<file path="config.mk">
export PLATFORM = sky130hd
export DESIGN_NAME = icsp_programming_sequencer
export DESIGN_NICKNAME = d
export VERILOG_FILES = /design/src/design/icsp_pkg.sv /design/src/design/icsp_programming_sequencer.sv
export SDC_FILE = /design/constraint.sdc
export NUM_CORES = 1
export LEC_CHECK = 0
export BUFFER_PORTS_ARGS = -buffer_cell sky130_fd_sc_hd__buf_2
export CORE_MARGIN = 2
export CORE_UTILIZATION = 53
export CTS_BUF_LIST = sky130_fd_sc_hd__clkbuf_8
export DETAILED_ROUTE_END_ITERATION = 6
export HOLD_SLACK_MARGIN = 0.1
export PLACE_DENSITY_LB_ADDON = 0.25
export SKIP_CTS_REPAIR_TIMING = 1
export SYNTH_ARGS = -nofsm -noshare
export SYNTH_HDL_FRONTEND = slang
export SYNTH_SLANG_ARGS = --single-unit
</file>
<file path="constraint.sdc">
create_clock -name clock -period 4.6 [get_ports clock]
set_clock_uncertainty 0.15 [all_clocks]
set_input_delay 0 -clock clock [delete_from_list [all_inputs] [get_ports clock]]
set_output_delay 0 -clock clock [all_outputs]
set_load 0.005 [all_outputs]
</file>
<file path="src/design/icsp_pkg.sv">
// ----------------------------------------------------------------------------
// icsp_pkg
// Types, command codes and frame constants of the in-circuit programming
// sequencer.
// ----------------------------------------------------------------------------
package icsp_pkg;

   localparam int unsigned HEADER_BYTES = 7;
   localparam int unsigned MAX_RESULTS  = 4;

   // result actions
   localparam logic [1:0] ACT_FRAME = 2'd0;
   localparam logic [1:0] ACT_ENTER = 2'd1;
   localparam logic [1:0] ACT_EXIT  = 2'd2;

   // command bytes
   localparam logic [7:0] CMD_LOAD_ADDR = 8'h80;
   localparam logic [7:0] CMD_WRITE     = 8'hE0;
   localparam logic [7:0] CMD_ERASE     = 8'h18;

   localparam logic [31:0] KEY_WORD       = 32'h4D43_4850;
   localparam logic [23:0] ERASE_PAYLOAD  = 24'h00000F;
   localparam logic [23:0] ADDR_PROGRAM   = 24'h000000;
   localparam logic [23:0] ADDR_EEPROM    = 24'h380000;
   localparam logic [23:0] ADDR_CONFIG    = 24'h300000;
   localparam logic [31:0] SKIP_WORD      = 32'h0000_00F8;

   localparam logic [5:0] BITS_NONE  = 6'd0;
   localparam logic [5:0] BITS_BYTE  = 6'd8;
   localparam logic [5:0] BITS_FRAME = 6'd32;

   localparam logic [15:0] WAIT_NONE       = 16'd0;
   localparam logic [15:0] WAIT_KEY        = 16'd2000;
   localparam logic [15:0] WAIT_ERASE      = 16'd2000;
   localparam logic [15:0] WAIT_FIRST_ADDR = 16'd20100;
   localparam logic [15:0] WAIT_PROG_DONE  = 16'd100;
   localparam logic [15:0] WAIT_EE_DONE    = 16'd20000;
   localparam logic [15:0] WAIT_EXIT       = 16'd50000;

   typedef enum logic [4:0] {
      PH_READY   = 5'b00001,
      PH_HEADER  = 5'b00010,
      PH_PROGRAM = 5'b00100,
      PH_EEPROM  = 5'b01000,
      PH_CONFIG  = 5'b10000
   } phase_type;

   typedef struct packed {
      logic [1:0]  action;
      logic [31:0] frame_word;
      logic [5:0]  frame_bits;
      logic [15:0] wait_before_us;
   } result_type;

   // command byte, then the payload shifted left by one (payload bit 23 drops)
   function automatic logic [31:0] make_frame(logic [7:0] cmd, logic [23:0] payload);
      make_frame = {cmd, payload[22:0], 1'b0};
   endfunction

   function automatic result_type frame_result(logic [31:0] word, logic [15:0] wait_us);
      result_type r;
      r.action         = ACT_FRAME;
      r.frame_word     = word;
      r.frame_bits     = BITS_FRAME;
      r.wait_before_us = wait_us;
      frame_result     = r;
   endfunction

   function automatic result_type ctrl_result(logic [1:0] act, logic [15:0] wait_us);
      result_type r;
      r.action         = act;
      r.frame_word     = 32'd0;
      r.frame_bits     = BITS_NONE;
      r.wait_before_us = wait_us;
      ctrl_result      = r;
   endfunction

endpackage

</file>
<file path="src/design/icsp_programming_sequencer.sv">
// ----------------------------------------------------------------------------
// icsp_programming_sequencer
// Turns a host byte stream into programming-mode, key, erase, address, write
// and skip frames for an 8-bit microcontroller's serial programming port.
// ----------------------------------------------------------------------------
// Each host byte is decoded in the cycle it is accepted and its results (zero
// to four) land in a four-entry result buffer, which drains one result per
// cycle on the rsp channel while rsp_ready is high. A byte with no results
// frees req_ready at once; otherwise req_ready stays low until its last result
// is being taken. The header-complete byte is the four-result case; EEPROM and
// config bytes and every second program byte give one; a region's last byte adds one.
module icsp_programming_sequencer
   import icsp_pkg::*;
#(
   parameter int unsigned CONFIG_BYTES = 10
) (
   input  logic        clock,
   input  logic        reset,
   input  logic        req_valid,
   output logic        req_ready,
   input  logic [7:0]  req_host_byte,
   output logic        rsp_valid,
   input  logic        rsp_ready,
   output logic [1:0]  rsp_action,
   output logic [31:0] rsp_frame_word,
   output logic [5:0]  rsp_frame_bits,
   output logic [15:0] rsp_wait_before_us,
   output logic        rsp_last
);

   phase_type                 phase_ff, phase_in;
   logic [2:0]                hdr_idx_ff, hdr_idx_in;
   logic [47:0]               hdr_ff, hdr_in;
   logic [23:0]               prog_len_ff, prog_len_in;
   logic [15:0]               ee_len_ff, ee_len_in;
   logic [15:0]               mask_ff, mask_in;
   logic [23:0]               prog_cnt_ff, prog_cnt_in;
   logic [15:0]               ee_cnt_ff, ee_cnt_in;
   logic [CONFIG_BYTES-1:0]   ptr_ff, ptr_in;
   logic [7:0]                held_ff, held_in;

   result_type                res_ff [MAX_RESULTS];
   result_type                res_in [MAX_RESULTS];
   logic [2:0]                cnt_ff, cnt_in;

   result_type                new_res [MAX_RESULTS];
   logic [2:0]                new_cnt;

   logic                      req_take;
   logic                      rsp_take;
   logic [55:0]               hdr_full;
   logic [23:0]               prog_cnt_inc;
   logic [15:0]               ee_cnt_inc;

   assign req_ready = (cnt_ff == 3'd0) || ((cnt_ff == 3'd1) && rsp_ready);
   assign req_take  = req_valid && req_ready;
   assign rsp_valid = (cnt_ff != 3'd0);
   assign rsp_take  = rsp_valid && rsp_ready;

   assign rsp_action         = res_ff[0].action;
   assign rsp_frame_word     = res_ff[0].frame_word;
   assign rsp_frame_bits     = res_ff[0].frame_bits;
   assign rsp_wait_before_us = res_ff[0].wait_before_us;
   assign rsp_last           = (cnt_ff == 3'd1);

   assign hdr_full     = {hdr_ff, req_host_byte};
   assign prog_cnt_inc = prog_cnt_ff + 24'd1;
   assign ee_cnt_inc   = ee_cnt_ff + 16'd1;

   // decode one byte: next state and the list of results it causes
   always_comb begin
      phase_in    = phase_ff;
      hdr_idx_in  = hdr_idx_ff;
      hdr_in      = hdr_ff;
      prog_len_in = prog_len_ff;
      ee_len_in   = ee_len_ff;
      mask_in     = mask_ff;
      prog_cnt_in = prog_cnt_ff;
      ee_cnt_in   = ee_cnt_ff;
      ptr_in      = ptr_ff;
      held_in     = held_ff;
      new_cnt     = 3'd0;
      for (int i = 0; i < MAX_RESULTS; i++) begin
         new_res[i] = ctrl_result(ACT_FRAME, WAIT_NONE);
      end

      case (phase_ff)
         PH_HEADER: begin
            hdr_in     = hdr_full[47:0];
            hdr_idx_in = hdr_idx_ff + 3'd1;
            if (hdr_idx_ff == 3'(HEADER_BYTES - 1)) begin
               prog_len_in = hdr_full[55:32];
               ee_len_in   = hdr_full[31:16];
               mask_in     = hdr_full[15:0];
               prog_cnt_in = 24'd0;
               ee_cnt_in   = 16'd0;
               ptr_in      = '0;
               ptr_in[CONFIG_BYTES-1] = 1'b1;
               new_res[0]  = ctrl_result(ACT_ENTER, WAIT_NONE);
               new_res[1]  = frame_result(KEY_WORD, WAIT_KEY);
               new_res[2]  = frame_result(make_frame(CMD_ERASE, ERASE_PAYLOAD), WAIT_ERASE);
               new_cnt     = 3'd4;
               if (hdr_full[55:32] != 24'd0) begin
                  new_res[3] = frame_result(make_frame(CMD_LOAD_ADDR, ADDR_PROGRAM),
                                            WAIT_FIRST_ADDR);
                  phase_in   = PH_PROGRAM;
               end else if (hdr_full[31:16] != 16'd0) begin
                  new_res[3] = frame_result(make_frame(CMD_LOAD_ADDR, ADDR_EEPROM),
                                            WAIT_FIRST_ADDR);
                  phase_in   = PH_EEPROM;
               end else begin
                  new_res[3] = frame_result(make_frame(CMD_LOAD_ADDR, ADDR_CONFIG),
                                            WAIT_FIRST_ADDR);
                  phase_in   = PH_CONFIG;
               end
            end
         end
         PH_PROGRAM: begin
            prog_cnt_in = prog_cnt_inc;
            if (!prog_cnt_ff[0]) begin
               held_in = req_host_byte;
            end else begin
               new_res[0] = frame_result(make_frame(CMD_WRITE, {8'd0, held_ff, req_host_byte}),
                                         WAIT_NONE);
               new_cnt    = 3'd1;
            end
            if (prog_cnt_inc == prog_len_ff) begin
               if (ee_len_ff != 16'd0) begin
                  new_res[new_cnt[1:0]] =
                     frame_result(make_frame(CMD_LOAD_ADDR, ADDR_EEPROM), WAIT_PROG_DONE);
                  phase_in = PH_EEPROM;
               end else begin
                  new_res[new_cnt[1:0]] =
                     frame_result(make_frame(CMD_LOAD_ADDR, ADDR_CONFIG), WAIT_PROG_DONE);
                  phase_in = PH_CONFIG;
               end
               new_cnt = new_cnt + 3'd1;
            end
         end
         PH_EEPROM: begin
            ee_cnt_in  = ee_cnt_inc;
            new_res[0] = frame_result(make_frame(CMD_WRITE, {16'd0, req_host_byte}), WAIT_NONE);
            new_cnt    = 3'd1;
            if (ee_cnt_inc == ee_len_ff) begin
               new_res[1] = frame_result(make_frame(CMD_LOAD_ADDR, ADDR_CONFIG), WAIT_EE_DONE);
               new_cnt    = 3'd2;
               phase_in   = PH_CONFIG;
            end
         end
         PH_CONFIG: begin
            if ((mask_ff[CONFIG_BYTES-1:0] & ptr_ff) != '0) begin
               new_res[0] = frame_result(make_frame(CMD_WRITE, {16'd0, req_host_byte}),
                                         WAIT_NONE);
            end else begin
               new_res[0] = frame_result(SKIP_WORD, WAIT_NONE);
               new_res[0].frame_bits = BITS_BYTE;
            end
            new_cnt = 3'd1;
            ptr_in  = ptr_ff >> 1;
            if (ptr_ff[0]) begin
               new_res[1] = ctrl_result(ACT_EXIT, WAIT_EXIT);
               new_cnt    = 3'd2;
               phase_in   = PH_READY;
            end
         end
         default: begin
            // arming byte: value ignored
            hdr_idx_in = 3'd0;
            phase_in   = PH_HEADER;
         end
      endcase
   end

   // result buffer: load on a new item, otherwise drop the head when taken
   always_comb begin
      cnt_in = cnt_ff;
      for (int i = 0; i < MAX_RESULTS; i++) begin
         res_in[i] = res_ff[i];
      end
      if (req_take) begin
         cnt_in = new_cnt;
         for (int i = 0; i < MAX_RESULTS; i++) begin
            res_in[i] = new_res[i];
         end
      end else if (rsp_take) begin
         cnt_in = cnt_ff - 3'd1;
         for (int i = 0; i < MAX_RESULTS - 1; i++) begin
            res_in[i] = res_ff[i+1];
         end
      end
   end

   always_ff @(posedge clock) begin
      if (reset) begin
         phase_ff    <= PH_READY;
         hdr_idx_ff  <= 3'd0;
         prog_len_ff <= 24'd0;
         ee_len_ff   <= 16'd0;
         mask_ff     <= 16'd0;
         prog_cnt_ff <= 24'd0;
         ee_cnt_ff   <= 16'd0;
         ptr_ff      <= '0;
         held_ff     <= 8'd0;
         cnt_ff      <= 3'd0;
      end else begin
         cnt_ff <= cnt_in;
         if (req_take) begin
            phase_ff    <= phase_in;
            hdr_idx_ff  <= hdr_idx_in;
            prog_len_ff <= prog_len_in;
            ee_len_ff   <= ee_len_in;
            mask_ff     <= mask_in;
            prog_cnt_ff <= prog_cnt_in;
            ee_cnt_ff   <= ee_cnt_in;
            ptr_ff      <= ptr_in;
            held_ff     <= held_in;
         end
      end
   end

   always_ff @(posedge clock) begin
      if (req_take) begin
         hdr_ff <= hdr_in;
      end
      for (int i = 0; i < MAX_RESULTS; i++) begin
         res_ff[i] <= res_in[i];
      end
   end

   // buffer never holds more than one byte's results
   a_cnt_bound: assert property (@(posedge clock) disable iff (reset)
      cnt_ff <= 3'(MAX_RESULTS))
      else $error("result buffer count out of range");

   // a new byte only lands once the previous results are drained or draining
   a_no_overrun: assert property (@(posedge clock) disable iff (reset)
      req_take |-> (cnt_ff == 3'd0) || (cnt_ff == 3'd1 && rsp_take))
      else $error("item accepted over pending results");

   // config pointer is one-hot for the whole config region
   a_ptr_onehot: assert property (@(posedge clock) disable iff (reset)
      (phase_ff == PH_CONFIG) |-> $onehot(ptr_ff))
      else $error("config pointer not one-hot");

   // the final config byte leaves the block ready with an exit as last result
   a_config_exit: assert property (@(posedge clock) disable iff (reset)
      (req_take && phase_ff == PH_CONFIG && ptr_ff[0]) |=>
         (phase_ff == PH_READY) && (cnt_ff == 3'd2) && (res_ff[1].action == ACT_EXIT))
      else $error("config region did not close with exit");

endmodule
</file>
# Word-level counts from Yosys, hierarchy flattened

Memories as Yosys holds them, arrays and structs flattened.
Index checks and enable logic that the tools add are counted.

Register bits after elaboration: 167
Latch bits: 0
RAM bits: 224
Bits in read-only memories: 0
Bits of input ports: 12
Output and inout port bits: 59
Logic and storage cells: 106
Memories kept: 1

Add/subtract/negate cells: 5
$mul: 0
Div/mod/pow operators: 0
Order comparisons: 2
Equality and inequality tests: 12
Shift operators: 0
Muxes and demuxes: 41
Bitwise gates (word level): 10
Reductions and logical operators: 24

Memory list:

| name   | depth | width | read ports | clocked after memory_dff | write ports | RTL line                         | source |
|---|---|---|---|---|---|---|---|
| res_ff | 4     | 56    | 4          | 0                        | 4           | icsp_programming_sequencer.sv:42 | `result_type res_ff [MAX_RESULTS];` |

Operators with widths:

| kind                                          | number |
|---|---|
| two-way mux 224 bit                           | 2 |
| one-hot mux 112 bit (4 select lines)          | 1 |
| two-way mux 168 bit                           | 2 |
| two-way mux 56 bit                            | 4 |
| one-hot mux 112 bit (2 select lines)          | 1 |
| two-way mux 223 bit                           | 1 |
| bitwise AND 196 bit                           | 1 |
| inverter 196 bit                              | 1 |
| bitwise AND 192 bit                           | 1 |
| inverter 192 bit                              | 1 |
| two-way mux 54 bit                            | 3 |
| demux 56 bit (select 2 bit)                   | 1 |
| one-hot mux 24 bit (2 select lines)           | 1 |
| two-way mux 45 bit                            | 1 |
| two-way mux 43 bit                            | 1 |
| two-way mux 5 bit                             | 7 |
| OR 32 bit                                     | 1 |
| one-hot mux 16 bit (2 select lines)           | 1 |
| nonzero test 16 bit                           | 2 |
| OR 28 bit                                     | 1 |
| adder 24 x 1 -> 24 bit, second input constant | 1 |
| == test 24 bit                                | 1 |
| two-way mux 24 bit                            | 1 |
| nonzero test 24 bit                           | 1 |
| other kinds (35)                              | 56 |

# Logic depth before layout (Yosys ltp)

Gate-level depths: netlist (run 1).

Word-level depth: 13
Mapped depth: 13
Mapped depth without buffers: 12

# Worst setup path before layout (run 1)

No wires, ideal clock.

Path kind: register -> register
Start: register cnt_ff[0]
End: register cnt_ff[1]
Setup time: 0.134 ns
Arrival time: 3.970 ns
Required time: 4.316 ns
Setup slack: 0.347 ns
Cell stages (with the launch flop): 8
Buffers on the path: 1
Clock period less this slack: 4.253 ns
Cell sequence: dfxtp_1 -> inv_1 -> ha_1 -> nand2b_1 -> clkbuf_1 -> o21ai_1 -> o2111a_1 -> a211oi_1

Elaborated cells on any way between the ends: 11
Classes of those cells: add/sub: 1; eq/ne: 1; mux: 2; reduce/logical: 7

RTL lines:

| element                      | RTL line                          | source |
|---|---|---|
| start: declaration           | icsp_programming_sequencer.sv:44  | `logic [2:0] cnt_ff, cnt_in;` |
| start signal: assignment     | icsp_programming_sequencer.sv:206 | `cnt_ff <= cnt_in;` |
| nonzero test 3 bit           | icsp_programming_sequencer.sv:57  | `assign rsp_valid = (cnt_ff != 3'd0);` |
| net rsp_valid                | icsp_programming_sequencer.sv:22  | `output logic rsp_valid,` |
| logical AND 1 bit            | icsp_programming_sequencer.sv:58  | `assign rsp_take = rsp_valid && rsp_ready;` |
| nonzero test 2 bit (no line) | n/a                               |  |

The timed path passes the listed nets, and every way through them passes these cells. The select of a mux whose other input is x is not followed.
A chain may end at the register's enable or synchronous reset.

# Worst setup path in the final report (run 1)

Start: register prog_cnt_ff[1]
End: register cnt_ff[1]

Cells in the longest elaborated chain, start to end: 5

RTL lines:

| element                            | RTL line                          | source |
|---|---|---|
| start: declaration                 | icsp_programming_sequencer.sv:37  | `logic [23:0] prog_cnt_ff, prog_cnt_in;` |
| start signal: assignment           | icsp_programming_sequencer.sv:213 | `prog_cnt_ff <= prog_cnt_in;` |
| adder 24 x 1 -> 24 bit             | icsp_programming_sequencer.sv:67  | `assign prog_cnt_inc = prog_cnt_ff + 24'd1;` |
| == test 24 bit                     | icsp_programming_sequencer.sv:127 | `if (prog_cnt_inc == prog_len_ff) begin` |
| two-way mux 3 bit                  | icsp_programming_sequencer.sv:127 |  |
| one-hot mux 3 bit (4 select lines) | icsp_programming_sequencer.sv:87  | `case (phase_ff)` |
| two-way mux 3 bit                  | icsp_programming_sequencer.sv:180 | `if (req_take) begin` |

No other way between the ends.

==> results of run 1 <==
## cell type report
| cell class | count | share of cell area |
|---|---|---|
| clock inverters | 30 | 0.0196 |
| inverters | 16 | 0.00511 |
| flip-flops and latches | 231 | 0.484 |
| clock buffers | 40 | 0.0468 |
| well taps | 265 | 0.0282 |
| repair buffers | 81 | 0.0424 |
| multi-input cells | 792 | 0.373 |
## routing by layer
metal | vias to the layer above | track usage | part of all wire
met3 | 43 | 0.0392 | 0.063
met2 | 274 | 0.341 | 0.44
met4 | 0 | 0.0807 | 0.019
met5 | - | 0 | 0
met1 | 3857 | 0.342 | 0.48
li1 | 4037 | - | -
## state kept, by name (all words and copies together), names as in the netlist
register and cells:
prog_cnt_ff 24, phase_ff 5, hdr_ff 48, held_ff 8, ptr_ff 10, ee_len_ff 16
ee_cnt_ff 16, hdr_idx_ff 3, mask_ff 10, cnt_ff 3, res_ff 64, prog_len_ff 24
## per-stage QoR
| step | total power [uW] | hold slack (ps) | utilization | cells |
|---|---|---|---|---|
| floorplan | 3220 | -51.1 | - | 1128 |
| global placement | 3520 | 141 | 0.558 | 1374 |
| detailed placement | 3540 | 132 | 0.558 | 1374 |
| CTS | 5380 | -431 | 0.598 | 1444 |
| global route | 5600 | 145 | 0.604 | 1455 |
| finish | 5330 | 130 | 0.604 | 1455 |
## power groups by stage
stage          Sequential [uW]  Clock [uW]  Combinational (uW)
6_report                  2690        1830                 813
5_1_grt                   2730        1960                 920
4_1_cts                   2690        1880                 810
3_5_place_dp              2730           0                 807
3_3_place_gp              2730           0                 795
2_1_floorplan             2770           0                 455
## cell usage after synthesis (all sizes together), types with 24 or more instances
| library cell | n |
|---|---|
| nor4 | 31 |
| a21oi | 136 |
| nand2 | 196 |
| buf | 35 |
| o21ai | 34 |
| xor2 | 24 |
| nand4 | 25 |
| xnor2 | 30 |
| dfxtp | 124 |
| nor2 | 82 |
| edfxtp | 107 |
| clkbuf | 54 |
| nand3 | 43 |
## worst max-delay path by stage
stage	from	endpoint	slack (ps)	depth (start not counted)
2_1_floorplan	cnt_ff[0]	cnt_ff[1]	350	7
5_1_grt	prog_cnt_ff[1]	cnt_ff[1]	360	12
6_report	prog_cnt_ff[1]	cnt_ff[1]	620	12
3_3_place_gp	prog_cnt_ff[1]	cnt_ff[1]	810	12
4_1_cts	prog_cnt_ff[1]	cnt_ff[1]	630	12
3_5_place_dp	prog_cnt_ff[1]	cnt_ff[1]	660	12
## kinds of logic after synthesis
group,count (synthesis)
compound gates,234
flops,231
buf+inv,105
simple gates,474
xor+xnor,54
mux,6
fa+ha+maj,10
other cells,1
==> metrics.csv, run 1 <==
stage;metric;value;unit
status;run status;completed;
power_and_ir_drop;relative contribution of sequential cells to total power;0.504;
critical_path;Data arrival, critical path;4280;ps
finish;most frequent standard cell in the layout excluding fill and tap cells;nand2_1;
critical_path;endpoint class of the critical path;flip-flop;
route;total vias in the final route;8211;
finish;post-route cell area;11800;sq um
logic_synthesis;area share of fa/ha/maj cells after synthesis;0.0119;
die;Chip Width;145;um
clock_network;Clk Tree Root Cell;clkbuf_8;
route;router iterations before antenna repair;5;
finish;Fillers;1667;
placed_design;number of buffers inserted by port buffering;56;
die;Placeable Area;19500;sq um
die;die outline height;145;um
clock_network;clock sink count;231;
critical_path;critical path, cell by cell;ha_1, nand3_1, nor4_1, nand3_1, xnor2_1, a2111oi_0, nand4_2, inv_1, ha_1, nand3_1, o2111a_1, a211oi_1;
global_routing;vias in the first global route;7283;
critical_path;flop2flop setup slack;620;ps
critical_path;data required time of the critical path;4900;ps
run;total of max-cap violations;0;
timing;transition time at the pin with the least slew margin;1000;ps
logic_synthesis;Synth area leader;edfxtp_1;
clock_network;H-tree depth;2;
die;number of placement rows;51;
finish;commonest cells after routing, fill and taps aside;nand2_1, a21oi_1, dfxtp_1;
logic_synthesis;number of synthesis warnings;0;
critical_path;longest individual stage delay on the worst path;600;ps
global_routing;number of antenna violations at the first check in global routing;0;
global_routing;global routing usage summed across all routing layers;0.231;
power_and_ir_drop;sw frac;0.268;
critical_path;maximum net fanout on the critical path;6;
timing;post-route setup slack;623;ps
power_and_ir_drop;leakage power summed over all cells;0.00437;uW
timing;setup repair after global routing missed its margin;false;
logic_synthesis;most frequently used flop master after synthesis;dfxtp_1;
critical_path;most used cell along the critical path;nand3_1;
timing;count of pins over their slew limit;0;
timing;peak clock frequency supported by timing;0.251;GHz
global_routing;sum of overflow across all layers after global routing;0;
timing;post-route setup TNS;0;ps
clock_network;clock transition at the register clock pins on the worst setup and hold paths after CTS;60;ps
timing;number of endpoints with negative hold slack in the final report;0;
clock_network;TritonCTS clock tree;done;
placed_design;sum of net half-perimeters after detailed placement;16200;um
finish;multi-input logic area;4390;sq um
global_routing;maximum number of pins on one net before global-route repair;67;
placed_design;Post-Place Cell Area;10900;sq um
die;effective utilization at floorplan;0.540;
logic_synthesis;number of instances in the synthesized netlist;1115;
power_and_ir_drop;Pint;3900;uW
global_routing;first-pass GRT wire length;38100;um
die;die footprint;21000;sq um
power_and_ir_drop;part of the total power dissipated in combinational logic;0.152;
die;num ports;71;
route;initial DRC count;707;
logic_synthesis;Yosys reg bits;231;
route;Final ANT Viol Nets;0;
logic_synthesis;compound-gate portion of the synthesized area;0.131;
critical_path;Worst Setup Path Type;flip-flop to flip-flop;
clock_network;clock latency reported for the late side of the worst-skew pair;540;ps
route;Routed Wire Length;24000;um
logic_synthesis;synthesized area per cell;9.43;sq um
power_and_ir_drop;clock network fraction of total power;0.343;
logic_synthesis;summed instance area of the synthesized netlist;10500;sq um
logic_synthesis;share of flip-flops with an asynchronous set or reset;0;
finish;fraction of final layout cells sized beyond drive strength 1;0.108;
critical_path;reg2reg start;prog_cnt_ff[1];
power_and_ir_drop;worst vdd rail ir drop;0.271;mV
logic_synthesis;main combinational cell family by area after synthesis;simple AND/OR/NAND/NOR gates;
finish;ant diodes;0;
critical_path;count of buffer and inverter cells on the critical path;1;
finish;Register Area;5700;sq um
timing;Min Clock Period, post-route;3980;ps
logic_synthesis;proportion of netlist area held by the largest area contributor;0.306;
logic_synthesis;area share of xor/xnor cells in the synthesized design;0.0450;
critical_path;endpoint of the worst register-to-register path;cnt_ff[1];
route;final routed DRC violation total;0;
clock_network;Max Buffers Root-to-Sink;3;
timing;period utilisation layout;0.865;
critical_path;reg2reg path depth;12;
logic_synthesis;portion of netlist area occupied by mux cells;0.00571;
route;Avg WL per Cell;16.5;um
worst_hold_path;hold endpoint;hdr_ff[1];
worst_hold_path;worst min-delay path class;input pin to flip-flop;
finish;Synth-to-Final Area Change;11.8;%
worst_hold_path;Cells on Worst Hold Path;2;
power_and_ir_drop;power per cell area;454;nW/um^2
finish;nets;1182;
logic_synthesis;register area share after synthesis;0.542;
critical_path;master of the slowest instance on the critical path;a2111oi_0;
logic_synthesis;EDFF count, synth;107;
logic_synthesis;distinct cell type count of the synthesized netlist;68;
logic_synthesis;top cells by area in the synthesized netlist;edfxtp_1, dfxtp_1, nand2_1, a21oi_1, nor2_1;
placed_design;pre-CTS setup slack;656;ps
timing;relative slew slack;0.331;
placed_design;routability cong.;0.915;
timing;Setup Viol. Count Final;0;
route;mean number of vias per cell;5.64;
clock_network;clock buffer count from CTS;38;
critical_path;category of cells accounting for the largest share of critical-path delay;simple AND/OR/NAND/NOR gates;
worst_hold_path;start point of the worst min-delay path;req_host_byte[1];
critical_path;CP Launch Type;flip-flop;
logic_synthesis;Synth Area in Simple Gates;0.217;
power_and_ir_drop;net switching power of the design;1430;uW
No activity file was read; power rests on OpenSTA's default activity.
==> inputs of run 2 (changes only) <==
--- a/config.mk
+++ b/config.mk
@@ -5,7 +5,7 @@
 export SDC_FILE = /design/constraint.sdc
 export NUM_CORES = 1
 export LEC_CHECK = 0
-export BUFFER_PORTS_ARGS = -buffer_cell sky130_fd_sc_hd__buf_2
+export BUFFER_PORTS_ARGS = -buffer_cell sky130_fd_sc_hd__buf_4
 export CORE_MARGIN = 2
 export CORE_UTILIZATION = 53
 export CTS_BUF_LIST = sky130_fd_sc_hd__clkbuf_8
==> run 2 against run 1 <==
Against the previous run:
- non-clock buffer count grew 5
- die area stayed put
- sequential share of layout area is 0.76 points lower
- final cell count up 0.62%
- flip-flop and latch count unchanged
- first-iteration DRC count is 1.7% higher
- highest routed layer unchanged
- power is 1.3% higher
- clock power is 3% lower
- final area increased by 1.6%
- count of clock-buffer cells in the layout up 6
- critical path depth stayed put
- worst setup slack improved by 61 ps
==> metrics.csv, run 2 (synthesis gave the netlist of run 1 again) <==
stage;metric;value;unit
status;run status;completed;
die;Placeable Area;19500;sq um
placed_design;routability cong.;0.899;
power_and_ir_drop;relative contribution of sequential cells to total power;0.501;
power_and_ir_drop;part of the total power dissipated in combinational logic;0.169;
clock_network;clock sink count;231;
route;mean number of vias per cell;5.66;
route;initial DRC count;719;
power_and_ir_drop;power per cell area;452;nW/um^2
global_routing;global routing usage summed across all routing layers;0.233;
die;Chip Width;145;um
timing;post-route setup slack;685;ps
finish;max reg flops;64;
die;effective utilization at floorplan;0.540;
finish;ant diodes;0;
critical_path;longest individual stage delay on the worst path;660;ps
route;detailed-route wire length on metal 1;11300;um
die;num ports;71;
run;total of max-cap violations;0;
placed_design;sum of net half-perimeters after detailed placement;16600;um
finish;commonest cells after routing, fill and taps aside;nand2_1, a21oi_1, dfxtp_1;
route;Avg WL per Cell;16.7;um
clock_network;TritonCTS clock tree;done;
route;Routed Wire Length;24500;um
power_and_ir_drop;worst vdd rail ir drop;0.273;mV
finish;registers with the highest flip-flop counts;res_ff: 64 flops, hdr_ff: 48 flops;
timing;worst-case hold slack;118;ps
global_routing;sum of overflow across all layers after global routing;0;
critical_path;master of the slowest instance on the critical path;nor4_1;
timing;transition time at the pin with the least slew margin;770;ps
power_and_ir_drop;net switching power of the design;1460;uW
finish;final core occ;0.614;
clock_network;clock latency reported for the late side of the worst-skew pair;540;ps
critical_path;maximum net fanout on the critical path;6;
critical_path;endpoint class of the critical path;flip-flop;
clock_network;H-tree depth;2;
clock_network;clock buffer count from CTS;40;
power_and_ir_drop;sw frac;0.270;
clock_network;Max Buffers Root-to-Sink;3;
die;die outline height;145;um
placed_design;number of buffers inserted by port buffering;56;
timing;Setup Viol. Count Final;0;
timing;peak clock frequency supported by timing;0.255;GHz
timing;count of pins over their slew limit;0;
power_and_ir_drop;leakage power summed over all cells;0.00444;uW
worst_hold_path;worst min-delay path class;input pin to flip-flop;
critical_path;data required time of the critical path;4900;ps
timing;number of endpoints with negative hold slack in the final report;0;
global_routing;number of antenna violations at the first check in global routing;0;
power_and_ir_drop;Pint;3940;uW
clock_network;clock transition at the register clock pins on the worst setup and hold paths after CTS;60;ps
route;router iterations before antenna repair;7;
finish;nets;1189;
timing;setup repair after global routing missed its margin;false;
finish;fraction of final layout cells sized beyond drive strength 1;0.114;
global_routing;vias in the first global route;7498;
finish;most frequent standard cell in the layout excluding fill and tap cells;nand2_1;
clock_network;Clk Tree Root Cell;clkbuf_8;
route;uppermost layer routed;met4;
critical_path;Data arrival, critical path;4220;ps
finish;Synth-to-Final Area Change;13.6;%
route;WL met2;10900;um
critical_path;Worst Setup Path Type;flip-flop to flip-flop;
global_routing;maximum number of pins on one net before global-route repair;75;
critical_path;CP Launch Type;flip-flop;
power_and_ir_drop;clock network fraction of total power;0.330;
die;number of placement rows;51;
route;final routed DRC violation total;0;
timing;post-route setup TNS;0;ps
critical_path;category of cells accounting for the largest share of critical-path delay;simple AND/OR/NAND/NOR gates;
critical_path;critical path, cell by cell;ha_1, nand3_1, nor4_1, nand3_1, xnor2_1, a2111oi_0, nand4_2, inv_1, ha_1, nand3_1, o2111a_1, a211oi_1;
timing;relative slew slack;0.482;
global_routing;first-pass GRT wire length;38600;um
placed_design;pre-CTS setup slack;732;ps
route;Final ANT Viol Nets;0;
finish;register with the most flip-flops;res_ff;
route;met3 wirelength from detailed routing;1660;um
critical_path;most used cell along the critical path;nand3_1;
route;total vias in the final route;8285;
timing;Min Clock Period, post-route;3920;ps
timing;period utilisation layout;0.851;
die;die footprint;21000;sq um
critical_path;count of buffer and inverter cells on the critical path;1;
## run 2: cell types whose count changed in the layout (fill, tap and decap cells not counted), sizes merged
cell and delta:
bufinv -3, clkinv +1, buf +1, clkbuf +6, dlygate4sd3 +4
## run 2: worst register-to-register path: stages (launching register included)
cell and delay (ps):
dfxtp_1 400, ha_1 280, nand3_1 250, nor4_1 660
nand3_1 240, xnor2_1 190, a2111oi_0 500, nand4_2 340
inv_1 160, ha_1 170, nand3_1 120, o2111a_1 180
a211oi_1 210
## run 2: power by group through the flow
stage,clock network [uW],registers (uW),logic (uW)
finish,1780,2710,913
global route,1920,2740,1020
CTS,1830,2710,914
detailed placement,0,2750,910
global placement,0,2740,893
floorplan,0,2770,455
## run 2: cell type report
cell class	instances	area [sq um]
Fill cell	1676	7520
Sequential cell	231	5700
Multi-Input combinational cell	792	4390
Timing Repair Buffer	86	683
Clock buffer	46	633
Tap cell	265	332
Clock inverter	28	149
Inverter	16	60.1
## run 2: worst paths after layout
path                                    to  slack [ps]  depth (start not counted)             start
worst max-delay path             cnt_ff[1]         680                         12    prog_cnt_ff[1]
worst min-delay path             hdr_ff[1]         120                          2  req_host_byte[1]
worst max register to register   cnt_ff[1]         680                         12    prog_cnt_ff[1]
worst min register to register  hdr_ff[11]         260                          0         hdr_ff[3]
## run 2: metrics by stage
stage               power (uW)  area, sq um  cells
floorplan                 3220        10600   1128
global placement          3640        11000   1375
detailed placement        3660        11000   1375
CTS                       5460        11800   1449
global route              5680        11900   1464
finish                    5400        11900   1464
## run 2: routing by layer
metal,vias up,global-route usage
li1,4067,-
met1,3897,0.340
met2,274,0.355
met3,47,0.0405
met4,0,0.0766
met5,-,0
==> inputs of run 3 (changes only) <==
--- a/config.mk
+++ b/config.mk
@@ -12,6 +12,7 @@
 export DETAILED_ROUTE_END_ITERATION = 6
 export HOLD_SLACK_MARGIN = 0.1
 export PLACE_DENSITY_LB_ADDON = 0.25
+export RECOVER_POWER = 25
 export SKIP_CTS_REPAIR_TIMING = 1
 export SYNTH_ARGS = -nofsm -noshare
 export SYNTH_HDL_FRONTEND = slang
==> run 3 against run 2 <==
Against the previous run:
- the flow now finishes with violations (max-capacitance violations, max-slew violations)
- sequential share of layout area rose by 0.30 points
- first-iteration DRC count fell by 6.7%
- count of clock-buffer cells in the layout did not move
- register-to-register slack improved by 20 ps
- critical path type unchanged
- largest power group unchanged
- highest routed layer unchanged
==> metrics.csv, run 3 (synthesis gave the netlist of run 1 again) <==
stage;metric;value;unit
die;number of placement rows;51;
clock_network;Clk Tree Root Cell;clkbuf_8;
power_and_ir_drop;worst vdd rail ir drop;0.272;mV
global_routing;sum of overflow across all layers after global routing;0;
global_routing;GR Layer Usage met2;0.355;
status;run status;finished with violations;
timing;setup repair after global routing missed its margin;false;
critical_path;maximum net fanout on the critical path;6;
route;Avg WL per Cell;16.7;um
global_routing;GRT met1 Usage;0.340;
placed_design;number of buffers inserted by port buffering;56;
power_and_ir_drop;leakage power summed over all cells;0.00436;uW
clock_network;TritonCTS clock tree;done;
power_and_ir_drop;power per cell area;450;nW/um^2
finish;registers with the highest flip-flop counts;res_ff: 64 flops, hdr_ff: 48 flops;
finish;Synth-to-Final Area Change;12.9;%
route;router iterations before antenna repair;6;
global_routing;maximum number of pins on one net before global-route repair;75;
critical_path;data required time of the critical path;4900;ps
finish;most frequent standard cell in the layout excluding fill and tap cells;nand2_1;
global_routing;first-pass GRT wire length;38600;um
timing;Setup Viol. Count Final;0;
critical_path;Data arrival, critical path;4200;ps
critical_path;flop2flop setup slack;700;ps
critical_path;startpoint of the most critical setup path;prog_cnt_ff[1];
critical_path;Worst Setup Path Type;flip-flop to flip-flop;
finish;register with the most flip-flops;res_ff;
timing;Min Clock Period, post-route;3900;ps
global_routing;global routing usage summed across all routing layers;0.233;
global_routing;vias in the first global route;7498;
route;initial DRC count;671;
placed_design;sum of net half-perimeters after detailed placement;16600;um
clock_network;Max Buffers Root-to-Sink;3;
timing;period utilisation layout;0.847;
finish;ant diodes;0;
route;Final ANT Viol Nets;0;
die;Placeable Area;19500;sq um
critical_path;endpoint of the worst register-to-register path;cnt_ff[1];
critical_path;reg2reg start;prog_cnt_ff[1];
route;total vias in the final route;8288;
critical_path;CP Launch Type;flip-flop;
die;num ports;71;
die;effective utilization at floorplan;0.540;
finish;fraction of final layout cells sized beyond drive strength 1;0.0992;
route;Routed Wire Length;24400;um
die;die footprint;21000;sq um
route;final routed DRC violation total;0;
finish;nets;1189;
route;mean number of vias per cell;5.66;
clock_network;clock sink count;231;
die;die outline height;145;um
clock_network;H-tree depth;2;
global_routing;GR Layer Usage met3;0.0405;
timing;count of pins over their slew limit;16;
worst_hold_path;start point of the worst min-delay path;rsp_ready;
run;total of max-cap violations;1;
critical_path;reg2reg path depth;12;
timing;number of endpoints with negative hold slack in the final report;0;
finish;commonest cells after routing, fill and taps aside;nand2_1, a21oi_1, dfxtp_1;
critical_path;endpoint class of the critical path;flip-flop;
power_and_ir_drop;post-route total power;5350;uW
finish;max reg flops;64;
timing;relative slew slack;-0.351;
worst_hold_path;hold endpoint;res_ff[0][55];
timing;post-route setup TNS;0;ps
placed_design;routability cong.;0.899;
clock_network;clock transition at the register clock pins on the worst setup and hold paths after CTS;60;ps
worst_hold_path;Cells on Worst Hold Path;4;
status;violated checks;max-capacitance violations, max-slew violations;
timing;transition time at the pin with the least slew margin;2010;ps
worst_hold_path;worst min-delay path class;input pin to flip-flop;
global_routing;Most Used Layer, Global Route;met2;
die;Chip Width;145;um
clock_network;clock latency reported for the late side of the worst-skew pair;530;ps
global_routing;number of antenna violations at the first check in global routing;0;
clock_network;clock buffer count from CTS;40;
timing;peak clock frequency supported by timing;0.257;GHz
run 3: power breakdown:
group | leakage, uW | switching, uW | internal [uW]
Clock | 0.000474 | 809 | 975
Combinational | 0.00186 | 518 | 339
Sequential | 0.00203 | 123 | 2580
run 3: final cells by class:
| cell class | count | area [sq um] |
|---|---|---|
| fillers | 1703 | 7590 |
| flip-flops and latches | 231 | 5700 |
| multi-input cells | 792 | 4380 |
| clock buffers | 46 | 633 |
| repair buffers | 86 | 619 |
| well taps | 265 | 332 |
| clock inverters | 28 | 149 |
| inverters | 16 | 60.1 |
run 3: per-stage QoR:
step	cells	hold slack, ps	instance area, sq um	utilization	setup slack, ps
global route	1464	206	11900	0.610	418
detailed placement	1375	92.4	11000	0.566	732
finish	1464	196	11900	0.610	703
global placement	1375	90.4	11000	0.566	924
floorplan	1128	-51.1	10600	-	347
CTS	1449	-474	11800	0.606	744
run 3: how the worst max path moves through the flow:
| stage | slack, ps | to | cells after the start |
|---|---|---|---|
| after global placement | 920 | cnt_ff[1] | 12 |
| after floorplan | 350 | cnt_ff[1] | 7 |
| after global routing | 420 | cnt_ff[1] | 12 |
| after detailed placement | 730 | cnt_ff[1] | 12 |
| after CTS | 740 | cnt_ff[1] | 12 |
| final | 700 | cnt_ff[1] | 12 |
run 3: worst max-delay path, stage by stage, from the launching register on:
cell and delay, ps:
dfxtp_1 400, ha_1 270, nand3_1 250, nor4_1 660, nand3_1 250, xnor2_1 190, a2111oi_0 490, nand4_2 330
inv_1 160, ha_1 170, nand3_1 110, o2111a_1 180, a211oi_1 210
run 3: routing by layer:
metal  vias to the layer above  part of all wire
li1                       4072                 -
met1                      3898              0.46
met2                       267              0.45
met3                        51             0.066
met4                         0             0.025
met5                         -                 0
